`src/ofp_pkg.sv`:
```
// ofp_pkg: shared types, constants and the address lookup for the osc audio frame parser
// no dependencies; imported by every module of the block
`default_nettype none

package ofp_pkg;

	localparam int MaxPacketBytes = 1024;
	localparam int TakenW         = $clog2(MaxPacketBytes + 1);

	localparam logic [5:0] AddrLen   = 6'd12;
	localparam logic [5:0] TagLen    = 6'd25;
	localparam logic [5:0] LenMax    = 6'd63;
	localparam logic [4:0] WordCount = 5'd24;
	localparam logic [7:0] TagComma  = 8'h2c;

	localparam int QueueDepth = 4;
	localparam int QPtrW      = $clog2(QueueDepth);
	localparam int QCntW      = $clog2(QueueDepth + 1);

	// result kinds
	localparam logic KindWord   = 1'b0;
	localparam logic KindStatus = 1'b1;

	// frame status codes
	localparam logic [1:0] StatOk        = 2'd0;
	localparam logic [1:0] StatBadAddr   = 2'd1;
	localparam logic [1:0] StatBadTag    = 2'd2;
	localparam logic [1:0] StatTruncated = 2'd3;

	// what one packet byte produces: an optional word and an optional status
	typedef struct packed {
		logic        has_word;
		logic [4:0]  word_index;
		logic [31:0] word_value;
		logic        has_status;
		logic [1:0]  frame_status;
	} entry_t;

	// expected address string "/audio/frame"
	function automatic logic [7:0] addr_char(input logic [3:0] idx);
		logic [7:0] c;
		case (idx)
			4'd0:    c = 8'h2f;
			4'd1:    c = 8'h61;
			4'd2:    c = 8'h75;
			4'd3:    c = 8'h64;
			4'd4:    c = 8'h69;
			4'd5:    c = 8'h6f;
			4'd6:    c = 8'h2f;
			4'd7:    c = 8'h66;
			4'd8:    c = 8'h72;
			4'd9:    c = 8'h61;
			4'd10:   c = 8'h6d;
			4'd11:   c = 8'h65;
			default: c = 8'h00;
		endcase
		return c;
	endfunction

endpackage

`default_nettype wire

```
`src/ofp_ifs.sv`:
```
// ofp channel interfaces: packet byte input and result output, valid/ready
// no dependencies
`default_nettype none

interface ofp_byte_if;
	logic       valid;
	logic       ready;
	logic [7:0] data_byte;
	logic       end_of_packet;

	modport source (output valid, output data_byte, output end_of_packet, input ready);
	modport sink (input valid, input data_byte, input end_of_packet, output ready);
endinterface

interface ofp_result_if;
	logic        valid;
	logic        ready;
	logic        result_kind;
	logic [4:0]  word_index;
	logic [31:0] word_value;
	logic [1:0]  frame_status;

	modport source (output valid, output result_kind, output word_index, output word_value,
		output frame_status, input ready);
	modport sink (input valid, input result_kind, input word_index, input word_value,
		input frame_status, output ready);
endinterface

`default_nettype wire

```
`src/osc_audio_frame_parser.sv`:
```
// path: a result passes the queue slot, the hold register and the output register; a status that
// follows a word on the final byte leaves the hold register after that word
// throughput: one byte per cycle unless the queue is full; the output side moves one result
// per cycle unless res.ready stalls it; the four-entry queue absorbs the extra status result
// reset: asynchronous, active low; parser returns to the address phase, queue and output empty
// top level: ofp_front -> ofp_queue -> ofp_back; depends on ofp_pkg and the channel interfaces
`default_nettype none

module osc_audio_frame_parser import ofp_pkg::*; (
	input  logic         clk,
	input  logic         arst_n,
	ofp_byte_if.sink     pkt,
	ofp_result_if.source res
);

	entry_t push_entry;
	entry_t head;
	logic   push;
	logic   full;
	logic   pop;
	logic   empty;

	ofp_front u_front (
		.clk     (clk),
		.arst_n  (arst_n),
		.pkt     (pkt),
		.q_full  (full),
		.q_push  (push),
		.q_entry (push_entry)
	);

	ofp_queue u_queue (
		.clk        (clk),
		.arst_n     (arst_n),
		.push       (push),
		.push_entry (push_entry),
		.full       (full),
		.pop        (pop),
		.head       (head),
		.empty      (empty)
	);

	ofp_back u_back (
		.clk     (clk),
		.arst_n  (arst_n),
		.head    (head),
		.q_empty (empty),
		.q_pop   (pop),
		.res     (res)
	);

endmodule

`default_nettype wire

```
`src/ofp_front.sv`:
```
// ofp_front: byte parser; checks address and type tag, skips padding, assembles words
// depends on ofp_pkg and ofp_byte_if; pushes one entry per productive byte into the queue
`default_nettype none

module ofp_front import ofp_pkg::*; (
	input  logic       clk,
	input  logic       arst_n,
	ofp_byte_if.sink   pkt,
	input  logic       q_full,
	output logic       q_push,
	output entry_t     q_entry
);

	localparam logic [2:0] PhAddr    = 3'd0;
	localparam logic [2:0] PhAddrPad = 3'd1;
	localparam logic [2:0] PhTag     = 3'd2;
	localparam logic [2:0] PhTagPad  = 3'd3;
	localparam logic [2:0] PhWords   = 3'd4;
	localparam logic [2:0] PhDone    = 3'd5;

	logic [2:0]        phase_q, phase_n;
	logic [5:0]        len_q, len_n;
	logic              addr_ok_q, addr_ok_n;
	logic              comma_q, comma_n;
	logic [1:0]        pad_q, pad_n;
	logic [23:0]       wbytes_q, wbytes_n;
	logic [1:0]        biw_q, biw_n;
	logic [4:0]        words_q, words_n;
	logic [1:0]        fail_q, fail_n;
	logic [TakenW-1:0] taken_q, taken_n;
	logic              acc;
	logic [7:0]        b;
	entry_t            ent;

	assign pkt.ready = !q_full;
	assign acc       = pkt.valid && !q_full;
	assign b         = pkt.data_byte;

	always_comb begin
		phase_n   = phase_q;
		len_n     = len_q;
		addr_ok_n = addr_ok_q;
		comma_n   = comma_q;
		pad_n     = pad_q;
		wbytes_n  = wbytes_q;
		biw_n     = biw_q;
		words_n   = words_q;
		fail_n    = fail_q;
		taken_n   = taken_q;
		ent       = '0;

		// bytes past the receive buffer size are dropped
		if (taken_q < TakenW'(MaxPacketBytes)) begin
			taken_n = taken_q + TakenW'(1);
			unique case (phase_q)
				PhAddr: begin
					if (b == 8'd0) begin
						if (!addr_ok_q || len_q != AddrLen) begin
							fail_n  = StatBadAddr;
							phase_n = PhDone;
						end else begin
							pad_n   = 2'd3 - len_q[1:0];
							len_n   = '0;
							phase_n = (pad_n != 2'd0) ? PhAddrPad : PhTag;
						end
					end else begin
						if (len_q >= AddrLen || addr_char(len_q[3:0]) != b)
							addr_ok_n = 1'b0;
						if (len_q < LenMax)
							len_n = len_q + 6'd1;
					end
				end
				PhTag: begin
					if (b == 8'd0) begin
						if (!comma_q || len_q != TagLen) begin
							fail_n  = StatBadTag;
							phase_n = PhDone;
						end else begin
							pad_n   = 2'd3 - len_q[1:0];
							len_n   = '0;
							phase_n = (pad_n != 2'd0) ? PhTagPad : PhWords;
						end
					end else begin
						if (len_q == 6'd0)
							comma_n = (b == TagComma);
						if (len_q < LenMax)
							len_n = len_q + 6'd1;
					end
				end
				PhAddrPad, PhTagPad: begin
					pad_n = pad_q - 2'd1;
					if (pad_n == 2'd0)
						phase_n = (phase_q == PhAddrPad) ? PhTag : PhWords;
				end
				PhWords: begin
					if (biw_q == 2'd3) begin
						ent.has_word   = 1'b1;
						ent.word_index = words_q;
						ent.word_value = {wbytes_q, b};
						wbytes_n       = '0;
						biw_n          = 2'd0;
						words_n        = words_q + 5'd1;
						if (words_n >= WordCount)
							phase_n = PhDone;
					end else begin
						wbytes_n = {wbytes_q[15:0], b};
						biw_n    = biw_q + 2'd1;
					end
				end
				default: begin
				end
			endcase
		end

		if (pkt.end_of_packet) begin
			ent.has_status = 1'b1;
			if (fail_n != StatOk)
				ent.frame_status = fail_n;
			else if (words_n >= WordCount)
				ent.frame_status = StatOk;
			else
				ent.frame_status = StatTruncated;
			// next packet starts from scratch
			phase_n   = PhAddr;
			len_n     = '0;
			addr_ok_n = 1'b1;
			comma_n   = 1'b0;
			pad_n     = '0;
			wbytes_n  = '0;
			biw_n     = '0;
			words_n   = '0;
			fail_n    = StatOk;
			taken_n   = '0;
		end
	end

	assign q_push  = acc && (ent.has_word || ent.has_status);
	assign q_entry = ent;

	always_ff @(posedge clk or negedge arst_n) begin
		if (!arst_n) begin
			phase_q   <= PhAddr;
			len_q     <= '0;
			addr_ok_q <= 1'b1;
			comma_q   <= 1'b0;
			pad_q     <= '0;
			wbytes_q  <= '0;
			biw_q     <= '0;
			words_q   <= '0;
			fail_q    <= StatOk;
			taken_q   <= '0;
		end else if (acc) begin
			phase_q   <= phase_n;
			len_q     <= len_n;
			addr_ok_q <= addr_ok_n;
			comma_q   <= comma_n;
			pad_q     <= pad_n;
			wbytes_q  <= wbytes_n;
			biw_q     <= biw_n;
			words_q   <= words_n;
			fail_q    <= fail_n;
			taken_q   <= taken_n;
		end
	end

endmodule

`default_nettype wire

```
`src/ofp_queue.sv`:
```
// ofp_queue: short fifo of parser entries between the front and back parts
// depends on ofp_pkg
`default_nettype none

module ofp_queue import ofp_pkg::*; (
	input  logic   clk,
	input  logic   arst_n,
	input  logic   push,
	input  entry_t push_entry,
	output logic   full,
	input  logic   pop,
	output entry_t head,
	output logic   empty
);

	entry_t           slot_q [QueueDepth];
	logic [QPtrW-1:0] wr_ptr_q;
	logic [QPtrW-1:0] rd_ptr_q;
	logic [QCntW-1:0] count_q;
	logic             do_push;
	logic             do_pop;

	assign full    = (count_q == QCntW'(QueueDepth));
	assign empty   = (count_q == '0);
	assign do_push = push && !full;
	assign do_pop  = pop && !empty;
	assign head    = slot_q[rd_ptr_q];

	always_ff @(posedge clk) begin
		if (do_push)
			slot_q[wr_ptr_q] <= push_entry;
	end

	always_ff @(posedge clk or negedge arst_n) begin
		if (!arst_n) begin
			wr_ptr_q <= '0;
			rd_ptr_q <= '0;
			count_q  <= '0;
		end else begin
			if (do_push)
				wr_ptr_q <= wr_ptr_q + QPtrW'(1);
			if (do_pop)
				rd_ptr_q <= rd_ptr_q + QPtrW'(1);
			if (do_push && !do_pop)
				count_q <= count_q + QCntW'(1);
			else if (do_pop && !do_push)
				count_q <= count_q - QCntW'(1);
		end
	end

endmodule

`default_nettype wire

```
`src/ofp_back.sv`:
```
// ofp_back: splits queue entries into single results and drives the output register
// depends on ofp_pkg and ofp_result_if
`default_nettype none

module ofp_back import ofp_pkg::*; (
	input  logic         clk,
	input  logic         arst_n,
	input  entry_t       head,
	input  logic         q_empty,
	output logic         q_pop,
	ofp_result_if.source res
);

	entry_t      hold_q;
	logic        hw_q;
	logic        hs_q;
	logic        out_valid_q;
	logic        kind_q;
	logic [4:0]  index_q;
	logic [31:0] value_q;
	logic [1:0]  status_q;
	logic        out_load;
	logic        hold_free;

	assign out_load  = !out_valid_q || res.ready;
	// hold is free now, or its last pending result leaves this cycle
	assign hold_free = (!hw_q && !hs_q) || (out_load && !(hw_q && hs_q));
	assign q_pop     = !q_empty && hold_free;

	always_ff @(posedge clk) begin
		if (q_pop)
			hold_q <= head;
		if (out_load) begin
			if (hw_q) begin
				kind_q   <= KindWord;
				index_q  <= hold_q.word_index;
				value_q  <= hold_q.word_value;
				status_q <= StatOk;
			end else begin
				kind_q   <= KindStatus;
				index_q  <= '0;
				value_q  <= '0;
				status_q <= hold_q.frame_status;
			end
		end
	end

	always_ff @(posedge clk or negedge arst_n) begin
		if (!arst_n) begin
			hw_q        <= 1'b0;
			hs_q        <= 1'b0;
			out_valid_q <= 1'b0;
		end else begin
			if (out_load)
				out_valid_q <= hw_q || hs_q;
			if (q_pop) begin
				hw_q <= head.has_word;
				hs_q <= head.has_status;
			end else if (out_load && hw_q) begin
				hw_q <= 1'b0;
			end else if (out_load && hs_q) begin
				hs_q <= 1'b0;
			end
		end
	end

	assign res.valid        = out_valid_q;
	assign res.result_kind  = kind_q;
	assign res.word_index   = index_q;
	assign res.word_value   = value_q;
	assign res.frame_status = status_q;

endmodule

`default_nettype wire

```
`src/flat_wrapper.sv`:
```
// flat-port wrapper written by rule: the top's interface ports become plain ports
module osc_audio_frame_parser_flat import ofp_pkg::*;
  (clk, arst_n, pkt_valid, pkt_data_byte, pkt_end_of_packet, pkt_ready, res_valid, res_result_kind, res_word_index, res_word_value, res_frame_status, res_ready);
  ofp_byte_if pkt_i ();
  ofp_result_if res_i ();
  input  logic clk;
  input  logic arst_n;
  input wire logic [$bits(pkt_i.valid)-1:0] pkt_valid;
  input wire logic [$bits(pkt_i.data_byte)-1:0] pkt_data_byte;
  input wire logic [$bits(pkt_i.end_of_packet)-1:0] pkt_end_of_packet;
  output wire logic [$bits(pkt_i.ready)-1:0] pkt_ready;
  output wire logic [$bits(res_i.valid)-1:0] res_valid;
  output wire logic [$bits(res_i.result_kind)-1:0] res_result_kind;
  output wire logic [$bits(res_i.word_index)-1:0] res_word_index;
  output wire logic [$bits(res_i.word_value)-1:0] res_word_value;
  output wire logic [$bits(res_i.frame_status)-1:0] res_frame_status;
  input wire logic [$bits(res_i.ready)-1:0] res_ready;
  assign pkt_i.valid = pkt_valid;
  assign pkt_i.data_byte = pkt_data_byte;
  assign pkt_i.end_of_packet = pkt_end_of_packet;
  assign pkt_ready = pkt_i.ready;
  assign res_valid = res_i.valid;
  assign res_result_kind = res_i.result_kind;
  assign res_word_index = res_i.word_index;
  assign res_word_value = res_i.word_value;
  assign res_frame_status = res_i.frame_status;
  assign res_i.ready = res_ready;
  osc_audio_frame_parser u_core (.clk(clk), .arst_n(arst_n), .pkt(pkt_i), .res(res_i));
endmodule
```
`config.mk`:
```
export PLATFORM = sky130hd
export DESIGN_NAME = osc_audio_frame_parser_flat
export DESIGN_NICKNAME = d
export VERILOG_FILES = /design/src/ofp_pkg.sv /design/src/ofp_ifs.sv /design/src/osc_audio_frame_parser.sv /design/src/ofp_front.sv /design/src/ofp_queue.sv /design/src/ofp_back.sv /design/src/flat_wrapper.sv
export SDC_FILE = /design/constraint.sdc
export NUM_CORES = 1
export LEC_CHECK = 0
export BUFFER_PORTS_ARGS = -buffer_cell sky130_fd_sc_hd__buf_4
export CAP_MARGIN = 15
export CORE_MARGIN = 1.5
export CORE_UTILIZATION = 48
export DETAILED_ROUTE_END_ITERATION = 7
export PLACE_DENSITY = 0.7
export SLEW_MARGIN = 40
export SYNTH_ARGS = -nofsm -noshare
export SYNTH_HDL_FRONTEND = slang
export SYNTH_HIERARCHICAL = 1
export SYNTH_SLANG_ARGS = --single-unit
```
`constraint.sdc`:
```
create_clock -name clk -period 6.5 [get_ports clk]
set_input_delay 0.65 -clock clk [delete_from_list [all_inputs] [get_ports clk]]
set_output_delay 0.65 -clock clk [all_outputs]
set_load 0.05 [all_outputs]
```
==> flow_summary.html, run 1 <==
<table>
<tr><th>Metric</th><th>Value</th></tr>
<tr><th colspan="2">Run status</th></tr>
<tr><td>Status</td><td>completed</td></tr>
<tr><th colspan="2">Timing</th></tr>
<tr><td>Post-route clock skew</td><td>11.8 ps</td></tr>
<tr><td>Final hold slack</td><td>98.7 ps</td></tr>
<tr><td>Final worst path period share</td><td>0.525</td></tr>
<tr><td>Transition time of the tightest slew-check pin</td><td>771 ps</td></tr>
<tr><td>Min Tclk post-route</td><td>3410 ps</td></tr>
<tr><td>Final count of negative-setup-slack endpoints</td><td>0</td></tr>
<tr><td>Accumulated negative setup slack</td><td>0 ps</td></tr>
<tr><td>Final hold vios</td><td>0</td></tr>
<tr><td>Max-Slew Margin vs Limit</td><td>0.473</td></tr>
<tr><td>Unrepaired setup endpoints after global routing</td><td>false</td></tr>
<tr><td>Final count of pins violating max slew</td><td>0</td></tr>
<tr><td>Fmax</td><td>293 MHz</td></tr>
<tr><th colspan="2">Synthesis</th></tr>
<tr><td>EDFF count, synth</td><td>243</td></tr>
<tr><td>Share of synthesized flip-flops with an asynchronous set or reset</td><td>0.216</td></tr>
<tr><td>Nets in the synthesized netlist</td><td>869</td></tr>
<tr><td>Fraction of the yosys area taken by sequential cells</td><td>0.695</td></tr>
<tr><td>Synth cell count leaders</td><td>sky130_fd_sc_hd__edfxtp_1, sky130_fd_sc_hd__nand2_1, sky130_fd_sc_hd__dfrtp_1</td></tr>
<tr><td>Netlist area before placement</td><td>12900 sq um</td></tr>
<tr><td>Most instantiated library cell after synthesis</td><td>sky130_fd_sc_hd__edfxtp_1</td></tr>
<tr><td>Synth cell types</td><td>73</td></tr>
<tr><td>Cell accounting for the most synthesized area</td><td>sky130_fd_sc_hd__edfxtp_1</td></tr>
<tr><td>Primary flip-flop cell chosen by synthesis mapping</td><td>sky130_fd_sc_hd__edfxtp_1</td></tr>
<tr><td>Ranking of synthesized cells by area</td><td>sky130_fd_sc_hd__edfxtp_1, sky130_fd_sc_hd__dfrtp_1, sky130_fd_sc_hd__mux4_2, sky130_fd_sc_hd__nand2_1, sky130_fd_sc_hd__and2_1</td></tr>
<tr><td>Post-Syn Area per Cell</td><td>15.5 sq um</td></tr>
<tr><td>Number of synthesized register bits</td><td>310</td></tr>
<tr><td>Fraction of synthesized cell area taken by the top area cell type</td><td>0.565</td></tr>
<tr><td>Total of warnings raised by yosys</td><td>6</td></tr>
<tr><td>Count of mapped cells out of synthesis</td><td>835</td></tr>
<tr><th colspan="2">Critical path</th></tr>
<tr><td>Required time worst endpoint</td><td>6980 ps</td></tr>
<tr><td>R2r startpoint</td><td>u_core/u_front/phase_q[2]</td></tr>
<tr><td>Worst endpoint data arrival time</td><td>3890 ps</td></tr>
<tr><td>Endpoint class of the critical path</td><td>register</td></tr>
<tr><td>R2R Setup Slk</td><td>3090 ps</td></tr>
<tr><td>Crit-path cells</td><td>nor4b_4 -&gt; buf_4 -&gt; o21ai_2 -&gt; buf_4 -&gt; nor2_1 -&gt; nor2b_1 -&gt; ha_1 -&gt; inv_1 -&gt; fa_1 -&gt; xor2_1 -&gt; nor2_1 -&gt; xor2_1</td></tr>
<tr><td>Depth of the worst register-to-register path</td><td>12</td></tr>
<tr><td>Critical path class</td><td>reg2reg</td></tr>
<tr><td>Crit path launch type</td><td>register</td></tr>
<tr><td>Worst path slowest cell</td><td>sky130_fd_sc_hd__dfrtp_1</td></tr>
<tr><td>Worst path max stage delay</td><td>570 ps</td></tr>
<tr><td>Reg-to-Reg End</td><td>u_core/u_queue/count_q[2]</td></tr>
<tr><td>Worst Path Max Fanout</td><td>49</td></tr>
<tr><th colspan="2">Cells and area</th></tr>
<tr><td>FILL cells</td><td>2050</td></tr>
<tr><td>Cell Count, Final, Fillers Out</td><td>1244</td></tr>
<tr><td>Finished Cell Area</td><td>14600 sq um</td></tr>
<tr><td>Area Overhead vs Synth</td><td>13.4%</td></tr>
<tr><td>N_diodes</td><td>0</td></tr>
<tr><td>Number of nets in the final layout</td><td>918</td></tr>
<tr><td>Layout cells sized above 1</td><td>0.196</td></tr>
<tr><th colspan="2">Power and ir drop</th></tr>
<tr><td>Leakage power total</td><td>5.56 nW</td></tr>
<tr><td>Combinational Power Share</td><td>0.268</td></tr>
<tr><td>Maximum resistive drop on vdd</td><td>0.000347 V</td></tr>
<tr><td>Net switching fraction of the power</td><td>0.318</td></tr>
<tr><td>P per Cell Area</td><td>453 nW/um^2</td></tr>
<tr><td>Power, Total</td><td>6.63 mW</td></tr>
<tr><td>Portion of total power attributed to sequential cells</td><td>0.454</td></tr>
<tr><td>Internal portion of total power</td><td>4.52 mW</td></tr>
<tr><td>Sw Pwr</td><td>2.11 mW</td></tr>
<tr><td>Clock network fraction of total power</td><td>0.278</td></tr>
<tr><th colspan="2">Clock network</th></tr>
<tr><td>Clock insertion delay at the later pin of the skew report</td><td>570 ps</td></tr>
<tr><td>Cell at the root of the clock tree</td><td>sky130_fd_sc_hd__clkbuf_16</td></tr>
<tr><td>Clock sink total</td><td>310</td></tr>
<tr><td>Hold buffers post-CTS</td><td>0</td></tr>
<tr><td>Post-CTS sizing</td><td>0</td></tr>
<tr><td>Number of buffers inserted during clock tree synthesis</td><td>31</td></tr>
<tr><td>Clock tree from TritonCTS</td><td>done</td></tr>
<tr><td># Post-CTS Setup Buffers</td><td>0</td></tr>
<tr><td>Largest buffer count on any clock path</td><td>3</td></tr>
<tr><td>Deepest level of the CTS H-tree</td><td>1</td></tr>
<tr><td>Clock slew at the register clock pins of the worst setup and hold paths</td><td>60 ps</td></tr>
<tr><th colspan="2">Global routing</th></tr>
<tr><td>Residual overflow from global routing</td><td>0</td></tr>
<tr><td>Antenna violations before repair</td><td>0</td></tr>
<tr><td>Largest net degree at the start of global routing</td><td>68</td></tr>
<tr><td>First-pass GRT wire length</td><td>36800 microns</td></tr>
<tr><td>Number of global-route vias before repair</td><td>6753</td></tr>
<tr><td>Global Route Usage Sum</td><td>0.166</td></tr>
<tr><th colspan="2">Routing</th></tr>
<tr><td>Routed Antenna Nets</td><td>0</td></tr>
<tr><td>Final routed DRC violation total</td><td>0</td></tr>
<tr><td>Routed length per placed instance</td><td>18.4 microns</td></tr>
<tr><td>Via/cell ratio</td><td>5.54</td></tr>
<tr><td>DR vias</td><td>6888</td></tr>
<tr><td>Count of routing violations after the opening detailed-route iteration</td><td>502</td></tr>
<tr><td>WL final</td><td>23000 microns</td></tr>
<tr><td>Initial DRT Pass Iterations</td><td>5</td></tr>
<tr><th colspan="2">Die</th></tr>
<tr><td>Die boundary height</td><td>167 microns</td></tr>
<tr><td>Core Footprint</td><td>26200 sq um</td></tr>
<tr><td>I/O pin total</td><td>55</td></tr>
<tr><td>Floorplan die area</td><td>27900 sq um</td></tr>
<tr><td>Starting Density</td><td>0.493</td></tr>
<tr><td>Number of standard-cell rows in the floorplan</td><td>59</td></tr>
<tr><td>Horizontal extent of the die</td><td>167 microns</td></tr>
<tr><th colspan="2">Placed design</th></tr>
<tr><td># placed instances</td><td>1186</td></tr>
<tr><td>Area post-placement</td><td>13500 sq um</td></tr>
<tr><td>Post-DP HPWL</td><td>14400 microns</td></tr>
<tr><td>Number of buffers added on ports</td><td>54</td></tr>
<tr><td>GPL Wtd Cong</td><td>0.849</td></tr>
<tr><th colspan="2">Min path</th></tr>
<tr><td>Worst hold-check path type</td><td>in2async</td></tr>
<tr><th colspan="2">Run</th></tr>
<tr><td>Maximum Capacitance Violations</td><td>0</td></tr>
</table>
## layout by cell type (no fill, tap or decap), types with 20 or more instances in the layout
| cell type | n |
|---|---|
| sky130_fd_sc_hd__and3_1 | 41 |
| sky130_fd_sc_hd__dfrtp_1 | 63 |
| sky130_fd_sc_hd__ha_1 | 20 |
| sky130_fd_sc_hd__o21ai_0 | 37 |
| sky130_fd_sc_hd__buf_4 | 62 |
| sky130_fd_sc_hd__nand2_1 | 87 |
| sky130_fd_sc_hd__edfxtp_1 | 243 |
| sky130_fd_sc_hd__mux4_2 | 38 |
| sky130_fd_sc_hd__nor2_1 | 31 |
| sky130_fd_sc_hd__clkbuf_16 | 31 |
| sky130_fd_sc_hd__and2_1 | 42 |
## metal layers
layer / vias up / GRT usage / share of wire
li1: 3231 / - / -
met1: 3426 / 0.242 / 0.46
met2: 181 / 0.263 / 0.46
met3: 50 / 0.0276 / 0.056
met4: 0 / 0.0419 / 0.024
met5: - / 0 / 0
## worst max path at each step
stage / startpoint / end / slack, ps
3_3_place_gp: u_core/u_front/phase_q[2] / u_core/u_queue/slot_q[3][20] / 3090
3_5_place_dp: u_core/u_front/phase_q[2] / u_core/u_queue/count_q[2] / 3080
2_1_floorplan: res_ready / u_core/u_queue/count_q[1] / 1480
5_1_grt: u_core/u_front/phase_q[2] / u_core/u_queue/count_q[2] / 2770
4_1_cts: u_core/u_front/phase_q[2] / u_core/u_queue/count_q[2] / 3060
6_report: u_core/u_front/phase_q[2] / u_core/u_queue/count_q[2] / 3090
## cell type report
class                      count  area, sq um  area share
timing repair buffer          63          477      0.0326
tap                          335          419      0.0286
multi-input combinational    459         3610       0.247
sequential                   310         8980       0.614
inverter                      19         71.3     0.00487
clock inverter                12          188      0.0128
clock buffer                  46          892      0.0610
## cells by family (layout without fill, tap and decap cells)
family          count (synthesis)  count (layout)  share of synthesized area
flops                         310             310                      0.695
xor+xnor                       19              19                     0.0129
compound gates                 96              96                     0.0471
fa+ha+maj                      22              22                     0.0218
mux                            54              54                     0.0832
buf+inv                        66             140                     0.0281
simple gates                  268             268                      0.112
## sequential cells by signal (all words and copies together), names as in the netlist, 3 cells and up
register                      count
u_core/u_back/hold_q             39
u_core/u_queue/count_q            3
u_core/u_front/words_q            5
u_core/u_back/res.word_value     32
u_core/u_front/phase_q            3
u_core/u_front/taken_q           11
u_core/u_front/wbytes_q          24
u_core/u_queue/slot_q           164
u_core/u_back/res.word_index      5
u_core/u_front/len_q              6
## worst max-delay path: cells and delay by family (launching register included)
family | cells | cell delay [ps]
flops | 1 | 570
simple gates | 4 | 980
compound gates | 1 | 70
fa+ha+maj | 2 | 720
buf+inv | 3 | 670
xor+xnor | 2 | 310
## metrics by stage
stage,setup WS [ps],util
global placement,3090,0.516
floorplan,1480,-
detailed placement,3080,0.517
finish,3090,0.558
global route,2770,0.558
CTS,3060,0.558
## power by group through the flow
stage	logic, mW	registers [mW]	clock network [mW]
after floorplan	1.18	3.23	0
final	1.78	3.01	1.84
after detailed placement	1.79	3.05	0
after global placement	1.76	3.03	0
after global routing	1.93	3.07	1.96
after CTS	1.80	3.02	1.89
Power figures use the tool's default switching activity.
==> inputs of run 2 (changes only) <==
Settings changed: PLACE_DENSITY 0.7 to 0.72.
Clock period 6.5 ns to 3 ns, I/O delays scaled along.
==> flow_summary.html, run 2 (synthesis gave the netlist of run 1 again) <==
<table>
<tr><th>Metric</th><th>Value</th></tr>
<tr><th colspan="2">Critical path</th></tr>
<tr><td>Buffers and inverters on the worst path</td><td>1 (-2)</td></tr>
<tr><td>Gate family responsible for the most delay along the worst path</td><td>simple AND/OR/NAND/NOR gates</td></tr>
<tr><td>Crit path launch type</td><td>register</td></tr>
<tr><td>Worst endpoint data arrival time</td><td>2930 ps (-960 ps)</td></tr>
<tr><td>Crit-path cells</td><td>nor4b_4 -&gt; o21ai_2 -&gt; nor2_1 -&gt; nor2b_1 -&gt; ha_2 -&gt; inv_1 -&gt; fa_1 -&gt; xor2_1 -&gt; nor2_1 -&gt; xor2_1</td></tr>
<tr><td>Worst path slowest cell</td><td>sky130_fd_sc_hd__dfrtp_1</td></tr>
<tr><td>Required time worst endpoint</td><td>3470 ps (-3510 ps)</td></tr>
<tr><td>Worst Path Max Fanout</td><td>13 (-73%)</td></tr>
<tr><td>Endpoint class of the critical path</td><td>register</td></tr>
<tr><td>Worst path max stage delay</td><td>580 ps (about the same)</td></tr>
<tr><td>Critical path class</td><td>reg2reg</td></tr>
<tr><th colspan="2">Cells and area</th></tr>
<tr><td>Layout cells sized above 1</td><td>0.213 (+0.0175)</td></tr>
<tr><td>Max FFs per register</td><td>164 (unchanged)</td></tr>
<tr><td>Leading cell type in the layout, fill and taps excluded</td><td>sky130_fd_sc_hd__edfxtp_1</td></tr>
<tr><td>Biggest register</td><td>u_core/u_queue/slot_q</td></tr>
<tr><td>Number of nets in the final layout</td><td>928 (+1.1%)</td></tr>
<tr><td>FILL cells</td><td>1994 (-2.7%)</td></tr>
<tr><td>Area occupied by multi-input gates</td><td>3610 sq um (about the same)</td></tr>
<tr><td>Area taken by flip-flops and latches</td><td>8980 sq um (about the same)</td></tr>
<tr><td>N_diodes</td><td>0 (unchanged)</td></tr>
<tr><td>Area Overhead vs Synth</td><td>14.0%</td></tr>
<tr><td>Commonest cells after routing, fill and taps aside</td><td>sky130_fd_sc_hd__edfxtp_1, sky130_fd_sc_hd__nand2_1, sky130_fd_sc_hd__buf_4</td></tr>
<tr><th colspan="2">Routing</th></tr>
<tr><td>Routed Antenna Nets</td><td>0 (unchanged)</td></tr>
<tr><td>WL final</td><td>22900 microns (-0.20%)</td></tr>
<tr><td>DR vias</td><td>6904 (+0.23%)</td></tr>
<tr><td>Via/cell ratio</td><td>5.51 (-0.57%)</td></tr>
<tr><td>Count of routing violations after the opening detailed-route iteration</td><td>482 (-4.0%)</td></tr>
<tr><td>Routed length per placed instance</td><td>18.3 microns (-1.0%)</td></tr>
<tr><td>Initial DRT Pass Iterations</td><td>4 (-1)</td></tr>
<tr><td>Final routed DRC violation total</td><td>0 (unchanged)</td></tr>
<tr><th colspan="2">Timing</th></tr>
<tr><td>Max-Slew Margin vs Limit</td><td>0.509 (+0.0357)</td></tr>
<tr><td>Final worst path period share</td><td>0.820 (+0.295)</td></tr>
<tr><td>Unrepaired setup endpoints after global routing</td><td>false</td></tr>
<tr><td>Final hold vios</td><td>0 (unchanged)</td></tr>
<tr><td>Final hold slack</td><td>38.9 ps (-59.8 ps)</td></tr>
<tr><td>Post-route clock skew</td><td>12.0 ps (+0.237 ps)</td></tr>
<tr><td>Final count of negative-setup-slack endpoints</td><td>0 (unchanged)</td></tr>
<tr><td>Final count of pins violating max slew</td><td>0 (unchanged)</td></tr>
<tr><td>Fmax</td><td>406 MHz (+39%)</td></tr>
<tr><td>Accumulated negative setup slack</td><td>0 ps (unchanged)</td></tr>
<tr><td>Min Tclk post-route</td><td>2460 ps (-951 ps)</td></tr>
<tr><td>Transition time of the tightest slew-check pin</td><td>735 ps (-35.5 ps)</td></tr>
<tr><th colspan="2">Die</th></tr>
<tr><td>Starting Density</td><td>0.493 (unchanged)</td></tr>
<tr><td>Core Footprint</td><td>26200 sq um (unchanged)</td></tr>
<tr><td>Die boundary height</td><td>167 microns (unchanged)</td></tr>
<tr><td>I/O pin total</td><td>55 (unchanged)</td></tr>
<tr><td>Horizontal extent of the die</td><td>167 microns (unchanged)</td></tr>
<tr><td>Floorplan die area</td><td>27900 sq um (unchanged)</td></tr>
<tr><td>Number of standard-cell rows in the floorplan</td><td>59 (unchanged)</td></tr>
<tr><th colspan="2">Power and ir drop</th></tr>
<tr><td>Power, Total</td><td>14.2 mW (+110%)</td></tr>
<tr><td>Maximum resistive drop on vdd</td><td>0.000466 V (+34%)</td></tr>
<tr><td>Sw Pwr</td><td>4.63 mW (+120%)</td></tr>
<tr><td>Portion of total power attributed to sequential cells</td><td>0.453 (about the same)</td></tr>
<tr><td>Net switching fraction of the power</td><td>0.326 (+0.00723)</td></tr>
<tr><td>P per Cell Area</td><td>966 nW/um^2 (+110%)</td></tr>
<tr><td>Clock network fraction of total power</td><td>0.260 (-0.018)</td></tr>
<tr><td>Leakage power total</td><td>5.62 nW (+0.91%)</td></tr>
<tr><td>Combinational Power Share</td><td>0.287 (+0.019)</td></tr>
<tr><td>Internal portion of total power</td><td>9.59 mW (+110%)</td></tr>
<tr><th colspan="2">Clock network</th></tr>
<tr><td>Clock slew at the register clock pins of the worst setup and hold paths</td><td>60 ps (about the same)</td></tr>
<tr><td>Largest buffer count on any clock path</td><td>3 (unchanged)</td></tr>
<tr><td>Cell at the root of the clock tree</td><td>sky130_fd_sc_hd__clkbuf_16</td></tr>
<tr><td>Clock tree from TritonCTS</td><td>done</td></tr>
<tr><td>Clock sink total</td><td>310 (unchanged)</td></tr>
<tr><td>Deepest level of the CTS H-tree</td><td>1 (unchanged)</td></tr>
<tr><td>Clock insertion delay at the later pin of the skew report</td><td>550 ps (-20 ps)</td></tr>
<tr><td>Number of buffers inserted during clock tree synthesis</td><td>31 (unchanged)</td></tr>
<tr><td># Post-CTS Setup Buffers</td><td>0 (unchanged)</td></tr>
<tr><th colspan="2">Global routing</th></tr>
<tr><td>Number of global-route vias before repair</td><td>6953 (+3.0%)</td></tr>
<tr><td>Residual overflow from global routing</td><td>0 (unchanged)</td></tr>
<tr><td>Antenna violations before repair</td><td>0 (unchanged)</td></tr>
<tr><td>Global Route Usage Sum</td><td>0.170 (+0.00380)</td></tr>
<tr><td>Largest net degree at the start of global routing</td><td>68 (unchanged)</td></tr>
<tr><td>First-pass GRT wire length</td><td>37600 microns (+2.2%)</td></tr>
<tr><th colspan="2">Placed design</th></tr>
<tr><td>Number of buffers added on ports</td><td>54 (unchanged)</td></tr>
<tr><td>GPL Wtd Cong</td><td>0.848 (-0.11%)</td></tr>
<tr><td>Post-DP HPWL</td><td>13800 microns (-4.1%)</td></tr>
<tr><th colspan="2">Min path</th></tr>
<tr><td>Worst hold-check path type</td><td>in2reg</td></tr>
<tr><th colspan="2">Run status</th></tr>
<tr><td>Status</td><td>completed</td></tr>
<tr><th colspan="2">Run</th></tr>
<tr><td>Maximum Capacitance Violations</td><td>0 (unchanged)</td></tr>
</table>
[run 2: changes by cell type in the layout (fill, tap and decap cells not counted), moves of 2 or more]
cell                        change
sky130_fd_sc_hd__and2_2         +4
sky130_fd_sc_hd__and2_4         -4
sky130_fd_sc_hd__buf_12         +6
sky130_fd_sc_hd__buf_4          +3
sky130_fd_sc_hd__bufinv_16      -3
sky130_fd_sc_hd__clkbuf_1       -8
sky130_fd_sc_hd__clkbuf_8       -2
sky130_fd_sc_hd__clkinv_2      +11
sky130_fd_sc_hd__inv_6          +2
[run 2: timing repair]
item | 4_1_cts | 5_1_grt
hold buffers | 1 | 0
hold endpoints to repair | 66 | 0
gates resized for setup | 0 | 0
[run 2: power by group through the flow]
stage          clock (mW)  sequential (mW)  combinational [mW]
2_1_floorplan           0             6.98                2.58
3_3_place_gp            0             6.48                4.05
3_5_place_dp            0             6.53                4.13
4_1_cts              3.79             6.44                4.14
5_1_grt              3.97             6.56                4.44
6_report             3.70             6.44                4.08
[run 2: worst reg2reg max path: stages, from the launching register on]
cell and delay [ps]:
sky130_fd_sc_hd__dfrtp_1 580, sky130_fd_sc_hd__nor4b_4 310, sky130_fd_sc_hd__o21ai_2 90, sky130_fd_sc_hd__nor2_1 80, sky130_fd_sc_hd__nor2b_1 180, sky130_fd_sc_hd__ha_2 220
sky130_fd_sc_hd__inv_1 60, sky130_fd_sc_hd__fa_1 430, sky130_fd_sc_hd__xor2_1 170, sky130_fd_sc_hd__nor2_1 120, sky130_fd_sc_hd__xor2_1 150
[run 2: worst paths after layout]
path                                              from                          end  slack [ps]  depth (start not counted)
min reg2reg                u_core/u_front/wbytes_q[16]  u_core/u_front/wbytes_q[16]         480                          2
max                          u_core/u_front/phase_q[2]    u_core/u_queue/count_q[2]         540                         10
max in group asynchronous                       arst_n      u_core/u_back/res.valid        2210                          2
min in group asynchronous                       arst_n      u_core/u_front/len_q[0]         320                          2
max reg2reg                  u_core/u_front/phase_q[2]    u_core/u_queue/count_q[2]         540                         10
min                                   pkt_data_byte[5]   u_core/u_front/wbytes_q[5]          40                          3
[run 2: area by class of cell]
type / instances / area share
sequential: 310 / 0.610
timing repair buffer: 73 / 0.0428
clock inverter: 21 / 0.00969
clock buffer: 37 / 0.0584
multi-input combinational: 459 / 0.245
inverter: 19 / 0.00510
tap: 335 / 0.0285
[run 2: per-layer routing]
metal  GRT usage  part of all wire
met1       0.237              0.45
met2       0.284              0.49
met3      0.0257             0.047
met4      0.0411             0.015
met5           0                 0
[run 2: metrics by stage]
stage	setup WS, ps	cell area [sq um]	utilization	std cells
2_1_floorplan	-221	12900	-	835
3_3_place_gp	611	13700	0.522	1195
3_5_place_dp	551	13700	0.523	1195
4_1_cts	551	14700	0.561	1254
5_1_grt	390	14700	0.561	1254
6_report	539	14700	0.561	1254
==> inputs of run 3 (changes only) <==
Settings changed: PLACE_DENSITY 0.72 to 0.7.
Clock period 3 ns to 2.5 ns, I/O delays scaled along.
==> flow_summary.html, run 3 (synthesis gave the netlist of run 1 again) <==
<table>
<tr><th>Metric</th><th>Value</th></tr>
<tr><th colspan="2">Critical path</th></tr>
<tr><td>Critical path class</td><td>reg2reg</td></tr>
<tr><td>Worst path slowest cell</td><td>sky130_fd_sc_hd__or3_1</td></tr>
<tr><td>Worst endpoint data arrival time</td><td>2800 ps (-130 ps)</td></tr>
<tr><td>Crit path launch type</td><td>register</td></tr>
<tr><td>Endpoint class of the critical path</td><td>register</td></tr>
<tr><td>Worst Path Max Fanout</td><td>4 (-9)</td></tr>
<tr><td>Required time worst endpoint</td><td>2960 ps (-510 ps)</td></tr>
<tr><td>Buffers and inverters on the worst path</td><td>2 (+1)</td></tr>
<tr><td>Reg-to-Reg End</td><td>u_core/u_queue/count_q[2]</td></tr>
<tr><td>Depth of the worst register-to-register path</td><td>10 (unchanged)</td></tr>
<tr><td>Gate family responsible for the most delay along the worst path</td><td>simple AND/OR/NAND/NOR gates</td></tr>
<tr><td>Worst path max stage delay</td><td>450 ps (-130 ps)</td></tr>
<tr><td>Crit-path cells</td><td>or3_1 -&gt; inv_1 -&gt; nor2_4 -&gt; nand2_2 -&gt; ha_2 -&gt; inv_1 -&gt; fa_1 -&gt; xor2_1 -&gt; nor2_1 -&gt; xor2_1</td></tr>
<tr><td>R2r startpoint</td><td>u_core/u_queue/count_q[1]</td></tr>
<tr><td>R2R Setup Slk</td><td>160 ps (-380 ps)</td></tr>
<tr><th colspan="2">Timing</th></tr>
<tr><td>Unrepaired setup endpoints after global routing</td><td>false</td></tr>
<tr><td>Final count of pins violating max slew</td><td>0 (unchanged)</td></tr>
<tr><td>Max-Slew Margin vs Limit</td><td>0.616 (+0.107)</td></tr>
<tr><td>Final count of negative-setup-slack endpoints</td><td>0 (unchanged)</td></tr>
<tr><td>Final hold vios</td><td>0 (unchanged)</td></tr>
<tr><td>Min Tclk post-route</td><td>2340 ps (-123 ps)</td></tr>
<tr><td>Final worst setup slack</td><td>162 ps (-377 ps)</td></tr>
<tr><td>Fmax</td><td>428 MHz (+5.3%)</td></tr>
<tr><td>Final worst path period share</td><td>0.935 (+0.115)</td></tr>
<tr><td>Post-route clock skew</td><td>7.05 ps (-4.97 ps)</td></tr>
<tr><td>Transition time of the tightest slew-check pin</td><td>572 ps (-163 ps)</td></tr>
<tr><th colspan="2">Placed design</th></tr>
<tr><td>Area post-placement</td><td>13900 sq um (+1.4%)</td></tr>
<tr><td>Number of buffers added on ports</td><td>54 (unchanged)</td></tr>
<tr><td>Setup slack after placement</td><td>152 ps (-400 ps)</td></tr>
<tr><td>GPL Wtd Cong</td><td>0.863 (+1.7%)</td></tr>
<tr><td># placed instances</td><td>1217 (+1.8%)</td></tr>
<tr><td>Post-DP HPWL</td><td>14600 microns (+6.1%)</td></tr>
<tr><th colspan="2">Global routing</th></tr>
<tr><td>Number of global-route vias before repair</td><td>7192 (+3.4%)</td></tr>
<tr><td>Antenna violations before repair</td><td>0 (unchanged)</td></tr>
<tr><td>Largest net degree at the start of global routing</td><td>49 (-28%)</td></tr>
<tr><td>Global Route Usage Sum</td><td>0.170 (-0.000548)</td></tr>
<tr><td>Grt met1 use</td><td>0.233 (-0.00424)</td></tr>
<tr><td>First-pass GRT wire length</td><td>37900 microns (+0.92%)</td></tr>
<tr><td>Met2 Resource Use GR</td><td>0.290 (+0.00655)</td></tr>
<tr><td>Residual overflow from global routing</td><td>0 (unchanged)</td></tr>
<tr><td>Global route hottest layer</td><td>met2</td></tr>
<tr><td>GR Util met3</td><td>0.0214 (-0.00428)</td></tr>
<tr><th colspan="2">Routing</th></tr>
<tr><td>Initial DRT Pass Iterations</td><td>4 (unchanged)</td></tr>
<tr><td>Final routed DRC violation total</td><td>0 (unchanged)</td></tr>
<tr><td>Routed Antenna Nets</td><td>0 (unchanged)</td></tr>
<tr><td>DR vias</td><td>7020 (+1.7%)</td></tr>
<tr><td>Via/cell ratio</td><td>5.49 (-0.31%)</td></tr>
<tr><td>Count of routing violations after the opening detailed-route iteration</td><td>519 (+7.7%)</td></tr>
<tr><td>Routed length per placed instance</td><td>18.0 microns (-1.3%)</td></tr>
<tr><td>WL final</td><td>23000 microns (+0.63%)</td></tr>
<tr><th colspan="2">Die</th></tr>
<tr><td>Die boundary height</td><td>167 microns (unchanged)</td></tr>
<tr><td>Number of standard-cell rows in the floorplan</td><td>59 (unchanged)</td></tr>
<tr><td>Horizontal extent of the die</td><td>167 microns (unchanged)</td></tr>
<tr><td>Starting Density</td><td>0.493 (unchanged)</td></tr>
<tr><td>Core Footprint</td><td>26200 sq um (unchanged)</td></tr>
<tr><td>I/O pin total</td><td>55 (unchanged)</td></tr>
<tr><td>Floorplan die area</td><td>27900 sq um (unchanged)</td></tr>
<tr><th colspan="2">Min path</th></tr>
<tr><td>Critical hold path startpoint</td><td>pkt_data_byte[2]</td></tr>
<tr><td>Worst hold-check path type</td><td>in2reg</td></tr>
<tr><td>Hold-critical path depth</td><td>3 (unchanged)</td></tr>
<tr><td>Worst Hold End</td><td>u_core/u_front/wbytes_q[2]</td></tr>
<tr><th colspan="2">Clock network</th></tr>
<tr><td>Clock sink total</td><td>310 (unchanged)</td></tr>
<tr><td>Largest buffer count on any clock path</td><td>3 (unchanged)</td></tr>
<tr><td>Clock insertion delay at the later pin of the skew report</td><td>540 ps (about the same)</td></tr>
<tr><td>Cell at the root of the clock tree</td><td>sky130_fd_sc_hd__clkbuf_16</td></tr>
<tr><td>Clock tree from TritonCTS</td><td>done</td></tr>
<tr><td>Deepest level of the CTS H-tree</td><td>1 (unchanged)</td></tr>
<tr><td>Number of buffers inserted during clock tree synthesis</td><td>31 (unchanged)</td></tr>
<tr><td>Clock slew at the register clock pins of the worst setup and hold paths</td><td>60 ps (about the same)</td></tr>
<tr><th colspan="2">Cells and area</th></tr>
<tr><td>Layout cells sized above 1</td><td>0.222 (+0.00918)</td></tr>
<tr><td>Finished Cell Area</td><td>14900 sq um (+1.3%)</td></tr>
<tr><td>Cell Count, Final, Fillers Out</td><td>1279 (+2.0%)</td></tr>
<tr><td>Area Overhead vs Synth</td><td>15.4%</td></tr>
<tr><td>Max FFs per register</td><td>164 (unchanged)</td></tr>
<tr><td>Commonest cells after routing, fill and taps aside</td><td>sky130_fd_sc_hd__edfxtp_1, sky130_fd_sc_hd__buf_4, sky130_fd_sc_hd__nand2_1</td></tr>
<tr><td>Biggest register</td><td>u_core/u_queue/slot_q</td></tr>
<tr><td>Core Util, Final</td><td>0.569 (+0.00721)</td></tr>
<tr><td>Leading cell type in the layout, fill and taps excluded</td><td>sky130_fd_sc_hd__edfxtp_1</td></tr>
<tr><td>N_diodes</td><td>0 (unchanged)</td></tr>
<tr><td>Number of nets in the final layout</td><td>953 (+2.7%)</td></tr>
<tr><th colspan="2">Power and ir drop</th></tr>
<tr><td>Clock network fraction of total power</td><td>0.253 (-0.007)</td></tr>
<tr><td>Combinational Power Share</td><td>0.302 (+0.015)</td></tr>
<tr><td>Power, Total</td><td>17.0 mW (+20%)</td></tr>
<tr><td>P per Cell Area</td><td>1140 nW/um^2 (+18%)</td></tr>
<tr><td>Net switching fraction of the power</td><td>0.324 (-0.00163)</td></tr>
<tr><td>Internal portion of total power</td><td>11.5 mW (+20%)</td></tr>
<tr><td>Sw Pwr</td><td>5.52 mW (+19%)</td></tr>
<tr><td>Leakage power total</td><td>5.73 nW (+2.0%)</td></tr>
<tr><td>Portion of total power attributed to sequential cells</td><td>0.445 (-0.008)</td></tr>
<tr><td>Maximum resistive drop on vdd</td><td>0.000539 V (+16%)</td></tr>
<tr><th colspan="2">Run status</th></tr>
<tr><td>Status</td><td>completed</td></tr>
<tr><th colspan="2">Run</th></tr>
<tr><td>Maximum Capacitance Violations</td><td>0 (unchanged)</td></tr>
</table>
-- run 3: changes by cell type in the layout (fill, tap and decap cells not counted), moves of 3 or more --
cell                            previous run  this run
sky130_fd_sc_hd__buf_4                    65        86
sky130_fd_sc_hd__clkinv_1                  4         9
sky130_fd_sc_hd__and2_2                    4         0
sky130_fd_sc_hd__clkinv_2                 12         7
sky130_fd_sc_hd__clkbuf_1                  1         5
sky130_fd_sc_hd__and2_4                    0         4
sky130_fd_sc_hd__dlygate4sd3_1             1         4
-- run 3: cell type report --
type,instances,area (sq um)
fill,2018,11300
sequential,310,8980
multi-input combinational,459,3620
timing repair buffer,98,846
clock buffer,39,836
tap,335,419
clock inverter,19,129
inverter,19,75.1
-- run 3: metal layers --
| layer | share of wire | vias up | routed length, microns |
|---|---|---|---|
| met5 | 0 | - | 0 |
| met4 | 0.013 | 0 | 293 |
| met3 | 0.047 | 25 | 1090 |
| met2 | 0.49 | 175 | 11400 |
| met1 | 0.45 | 3518 | 10300 |
| li1 | - | 3302 | - |
-- run 3: power by group through the flow --
stage	Clock [mW]	Combinational, mW	Sequential (mW)
5_1_grt	4.62	5.60	7.69
3_3_place_gp	0	5.11	7.63
4_1_cts	4.41	5.23	7.57
6_report	4.31	5.15	7.57
2_1_floorplan	0	3.11	8.36
3_5_place_dp	0	5.20	7.67
-- run 3: worst reg2reg max path: stages (launching register included) --
cell and delay, ps:
sky130_fd_sc_hd__dfrtp_1 420, sky130_fd_sc_hd__or3_1 450, sky130_fd_sc_hd__inv_1 140, sky130_fd_sc_hd__nor2_4 50, sky130_fd_sc_hd__nand2_2 80, sky130_fd_sc_hd__ha_2 190
sky130_fd_sc_hd__inv_1 60, sky130_fd_sc_hd__fa_1 420, sky130_fd_sc_hd__xor2_1 160, sky130_fd_sc_hd__nor2_1 120, sky130_fd_sc_hd__xor2_1 160
-- run 3: worst max path at each step --
stage / depth (start not counted) / slack, ps / endpoint / startpoint
final: 10 / 160 / u_core/u_queue/count_q[2] / u_core/u_queue/count_q[1]
after global routing: 10 / 20 / u_core/u_queue/count_q[2] / u_core/u_front/phase_q[0]
after CTS: 11 / 140 / u_core/u_queue/count_q[2] / u_core/u_queue/count_q[2]
after detailed placement: 11 / 150 / u_core/u_queue/count_q[2] / u_core/u_queue/count_q[2]
after global placement: 12 / 210 / u_core/u_queue/count_q[2] / res_ready
after floorplan: 9 / -720 / u_core/u_queue/count_q[1] / u_core/u_back/res.valid
-- run 3: what timing repair did --
item	CTS	global route
setup endpoints to repair	0	1
buffers inserted	0	0
gates resized for setup	0	3
hold buffers	4	0
hold endpoints to repair	37	0
-- run 3: metrics by stage --
step / TNS, ps / hold slack (ps)
after CTS: 0 / 0.174
final: 0 / 19.4
after detailed placement: 0 / 263
after floorplan: -1580 / -45.6
after global placement: 0 / 266
after global routing: 0 / 19.6
